**config.mk**
```make
export PLATFORM = sky130hd
export DESIGN_NAME = afu_mul
export DESIGN_NICKNAME = d
export VERILOG_FILES = /design/src/rtl/afu_pkg.sv /design/src/rtl/afu_mul.sv
export SDC_FILE = /design/constraint.sdc
export NUM_CORES = 2
export LEC_CHECK = 0
export ABC_AREA = 0
export BUFFER_PORTS_ARGS = -buffer_cell sky130_fd_sc_hd__buf_2
export CORE_MARGIN = 10
export CORE_UTILIZATION = 64
export CTS_CLUSTER_DIAMETER = 30
export CTS_CLUSTER_SIZE = 20
export DETAILED_ROUTE_END_ITERATION = 7
export PLACE_DENSITY = 0.82
export REMOVE_ABC_BUFFERS = 1
export SLEW_MARGIN = 5
export SYNTH_ARGS = -nofsm -noshare
export SYNTH_HDL_FRONTEND = slang
export SYNTH_SLANG_ARGS = --single-unit
```
**constraint.sdc**
```tcl
create_clock -name clk -period 10.6 [get_ports clk]
set_input_delay 1.59 -clock clk [delete_from_list [all_inputs] [get_ports clk]]
set_output_delay 1.59 -clock clk [all_outputs]
set_load 0.1 [all_outputs]
```
**src/rtl/afu_pkg.sv**
```systemverilog
`timescale 1ns / 1ps

package afu_pkg;

  // internal fixed point: unsigned, QB fraction bits, 1.0 representable
  localparam int QB = 40;
  localparam int EW = QB + 1;
  localparam int RW = QB + 2;
  localparam int XW = 16;
  localparam int LUT_BITS = 8;
  localparam int LUT_DEPTH = 1 << LUT_BITS;
  // integer part of the exponent at or above 2^EXP_CLAMP_BITS gives e^-a = 0
  localparam int EXP_CLAMP_BITS = 5;

  localparam logic [EW-1:0] QONE = EW'(1) << QB;

  typedef enum logic [1:0] {
    KIND_RELU,
    KIND_SIGMOID,
    KIND_TANH,
    KIND_IDENTITY
  } kind_t;

  typedef enum logic {
    CMD_APPLY,
    CMD_DERIV
  } cmd_t;

  // travels down the pipeline beside the datapath
  typedef struct packed {
    logic            valid;
    cmd_t            cmd;
    kind_t           kind;
    logic            neg;
    logic [XW-1:0]   raw;
    logic [EW-1:0]   aux;
  } tag_t;

  typedef logic [EW-1:0] exp_tab_t [LUT_DEPTH];

  // e^-(j * 2^(LUT_BITS*chunk) / 2^frac_bits) for every chunk code j
  function automatic exp_tab_t exp_table(input int frac_bits, input int chunk);
    exp_tab_t tab;
    real      a;
    for (int j = 0; j < LUT_DEPTH; j++) begin
      a = real'(j) * (2.0 ** (LUT_BITS * chunk - frac_bits));
      tab[j] = EW'(longint'($exp(-a) * (2.0 ** QB)));
    end
    return tab;
  endfunction

endpackage

```
**src/rtl/afu_mul.sv**
```systemverilog
`timescale 1ns / 1ps

module afu_mul (
  input  logic                             clk,
  input  logic                             rst_n,
  input  afu_pkg::tag_t                    tag_in,
  input  logic [afu_pkg::EW-1:0]           a,
  input  logic [afu_pkg::EW-1:0]           b,
  output afu_pkg::tag_t                    tag_out,
  output logic [afu_pkg::EW-1:0]           p
);

  localparam int EW = afu_pkg::EW;
  localparam int QB = afu_pkg::QB;
  localparam int LB = (EW + 1) / 2;
  localparam int HB = EW - LB;
  localparam int PW = 2 * EW;
  localparam logic [PW-1:0] HALF = PW'(1) << (QB - 1);

  afu_pkg::tag_t      tag1_r;
  afu_pkg::tag_t      tag2_r;
  logic [EW+LB-1:0]   pl_r;
  logic [EW+HB-1:0]   ph_r;
  logic [EW-1:0]      p_r;
  logic [PW-1:0]      full_w;
  logic [PW-1:0]      rnd_w;

  // stage 1: two partial products on the halves of b
  always_ff @(posedge clk) begin
    if (!rst_n) begin
      tag1_r.valid <= 1'b0;
    end else begin
      tag1_r <= tag_in;
    end
    pl_r <= a * b[LB-1:0];
    ph_r <= a * b[EW-1:LB];
  end

  assign full_w = {ph_r, {LB{1'b0}}} + {{(PW-EW-LB){1'b0}}, pl_r};
  assign rnd_w  = full_w + HALF;

  // stage 2: sum and round to nearest
  always_ff @(posedge clk) begin
    if (!rst_n) begin
      tag2_r.valid <= 1'b0;
    end else begin
      tag2_r <= tag1_r;
    end
    p_r <= rnd_w[QB +: EW];
  end

  assign tag_out = tag2_r;
  assign p       = p_r;

endmodule

```
==> results by group <==
Logic synthesis
  – Synthesized cell area: 61000 um^2
  – Post-synth EDFFs: approximately 120
  – Synth Area in Compound Gates: 4.61%
  – Simple-gate share of the synthesized area: 15.5%
  – Yosys warnings: 0
  – Largest family of logic cells by synthesized area: adder cells
  – Distinct cells, synth: 77
  – Synthesized instance count: ~6500
  – Top_reg_cell synth: dfxtp_1
  – Mux share of post-synthesis cell area: 0.0492%
  – Post-Synth XOR/XNOR Area: under 10%
  – Adder-cell area share of the yosys netlist: a little under three fifths
  – Post-synthesis sequential area ratio: between 10% and 20%
  – Number of synthesized register bits: 266
  – Async SR Flop Fraction: 0%
  – Avg Cell Area, Syn: around 9.3 um^2

Setup path
  – Worst setup EP type: flop
  – R2r worst-path depth: 12
  – Critical setup path kind: in -> reg
  – Startpoint Class: input port
  – WP data arrival: 9.19 ns
  – Worst EP required: about 11 ns
  – Top fanout value on the critical path: 29

Die
  – Die height: 329 um
  – Die footprint: 108000 um^2
  – Initial Util: roughly 64%
  – Row count: 113
  – I/O pin cnt: 249
  – CORE AREA: 94900 um^2
  – Die width: between 300 and 400 um

Global route
  – Largest net degree at the start of global routing: 95
  – Grt peak-use layer: met2
  – Gr ovfl total: 0
  – Vias in the first global route: 51300
  – GRT met2 Usage: 53.0%
  – First-pass GRT wire length: 272000 um
  – Global routing usage on met3: 6.46%
  – GRT Overall Usage: 32.0%
  – Initial antenna violation count: 7
  – Met1 GRT Util: 38.0%

Cells and area
  – Post-layout nets: between 8000 and 9000
  – Area growth, synth to finish: 6.68%
  – Fillers: 7105
  – Commonest non-fill, non-tap cell in the layout: inv_1
  – Most frequent cells in the layout: 1542 x inv_1, 1434 x fa_1, 1104 x nand2_1
  – Share of layout cells above drive strength 1: 6.79%

Detailed routing
  – Drt pass-1 iters: 6
  – Via count of the routed design: 45000
  – Detailed Route Iter0 Violations: 3346
  – Routed WL: 167000 um
  – Avg Vias per Cell: about 5.7
  – WL per Instance: 21.2 um
  – DRC Markers: 0
  – Final ANT Viol Nets: 0

STA
  – # setup viols final: 0
  – RSZ-0062 raised after global routing: no
  – Final Max Tran Viols: 0
  – Setup slack after layout: 1.82 ns
  – Fin Hold WS: 0.412 ns
  – Setup TNS: 0 ns
  – Rel. slew slack: roughly 22%
  – Worst Tran Pin Value: 1.16 ns
  – Hold Vio Cnt, Final: 0
  – Tmin final: 8.78 ns
  – Final period util: 82.8%
  – Setup Skew: 0.0200 ns
  – Max Fclk: 0.114 GHz

CTS
  – CTS Hold Bufs: 0
  – Clk buf depth: 3
  – CTS tree: built
  – H-tree levels: 2
  – Clock slew at reported path FFs: about 0.060 ns
  – CTS resizes: 0
  – CTS Sinks: 266
  – Worst skew pair latency: 0.61 ns
  – CTS Buf Count: 51
  – Post-CTS setup buffers: 0
  – Root buffer cell: clkbuf_16

Place
  – Dpl hpwl: 129000 um
  – Port bufs: about 250
  – RD Place Congestion: 0.951
  – Post-Place Setup Slack: 1.35 ns

Worst hold path
  – Worst hold path cell count: 0
  – Worst Hold Class: reg -> reg

Run
  – # Max-Cap Violations: 0

Status
  – Outcome: completed
final cells by class:
type	count	area, um^2	area share [%]
inverter	1542	5790	8.89
clock buffer	60	1370	2.11
timing repair buffer	324	1850	2.84
tap	1265	1580	2.43
antenna	3	7.51	0.0115
sequential	266	6550	10.1
multi-input combinational	4380	47400	72.8
clock inverter	36	554	0.851
sequential cells by signal, indices dropped and copies added (netlist names):
signal   cells
tag1_r      62
pl_r        41
ph_r        60
tag_out     62
p           41
worst paths after layout:
path | start | endpoint | slack, ns
max reg2reg | pl_r[35] | p[29] | 6.35
min reg2reg | tag1_r[0] | tag_out[0] | 0.41
min | tag1_r[0] | tag_out[0] | 0.41
max | b[12] | pl_r[42] | 1.82
layer usage:
metal,share of wire [%],up-vias
met1,35,22800
met5,0.029,-
li1,-,19100
met2,48,2391
met4,7.5,8
met3,9.5,738
critical path, cell delays in order:
cell and delay, ns:
buf_2 0.73, buf_4 0.31, nand2_1 0.09, fa_1 0.57
inv_1 0.06, fa_1 0.50, fa_1 0.57, fa_1 0.43
fa_1 0.40, fa_1 0.56, fa_1 0.43, ha_1 0.39
nand2_1 0.12, o21ai_2 0.19, or3b_4 0.18, o221a_4 0.21
o2111ai_2 0.21, a31oi_4 0.36, o21ai_0 0.15, a21oi_1 0.31
nor2_1 0.09, xnor2_1 0.69
cell families (layout without fill, tap and decap cells):
kind of cell,count (synthesis),in the layout
and+or+nand+nor,1978,1978
buffers and inverters,1886,1962
adders and majority gates,1849,1849
AOI/OAI and AO/OA,413,413
DFF,266,266
xor gates and xnor gates,137,137
muxes,3,3
other,0,3
Yosys cell counts (4+ instances only):
| library cell | number | area share (%) |
|---|---|---|
| o21ai_0 | 61 | 0.50 |
| inv_1 | 1542 | 9.5 |
| nand2b_1 | 10 | 0.10 |
| nand4_1 | 28 | 0.29 |
| edfxtp_1 | 122 | 6.0 |
| o2111ai_1 | 4 | 0.057 |
| nand3_1 | 24 | 0.20 |
| o21a_1 | 8 | 0.098 |
| and4_1 | 13 | 0.19 |
| o211ai_1 | 4 | 0.049 |
| o21bai_1 | 25 | 0.31 |
| nand2_1 | 1104 | 6.8 |
| and2_1 | 674 | 6.9 |
| nor2b_1 | 17 | 0.17 |
| and3_1 | 16 | 0.16 |
| nor2_1 | 60 | 0.37 |
| a21o_1 | 76 | 0.93 |
| clkbuf_1 | 343 | 2.1 |
| fa_1 | 1434 | 47 |
| o21ai_1 | 6 | 0.049 |
| ha_1 | 415 | 8.5 |
| nor3_1 | 13 | 0.11 |
| a31oi_1 | 18 | 0.18 |
| dfxtp_1 | 144 | 4.7 |
| a221oi_1 | 5 | 0.072 |
| xor2_1 | 45 | 0.65 |
| a311oi_1 | 6 | 0.086 |
| a211oi_1 | 11 | 0.14 |
| o31ai_1 | 6 | 0.074 |
| a21oi_1 | 132 | 1.1 |
| xnor2_1 | 92 | 1.3 |
| a21oi_2 | 4 | 0.057 |
per-stage QoR:
step	area (um^2)	util, %	std cells
after floorplan	59800	-	6188
after global placement	63200	66.6	7777
after detailed placement	63200	66.6	7777
after CTS	65100	68.6	7873
after global routing	65100	68.6	7875
final	65100	68.6	7876
Power is not shown: default switching activity piles up to over one toggle a cycle in this logic, so the estimate is an artifact.
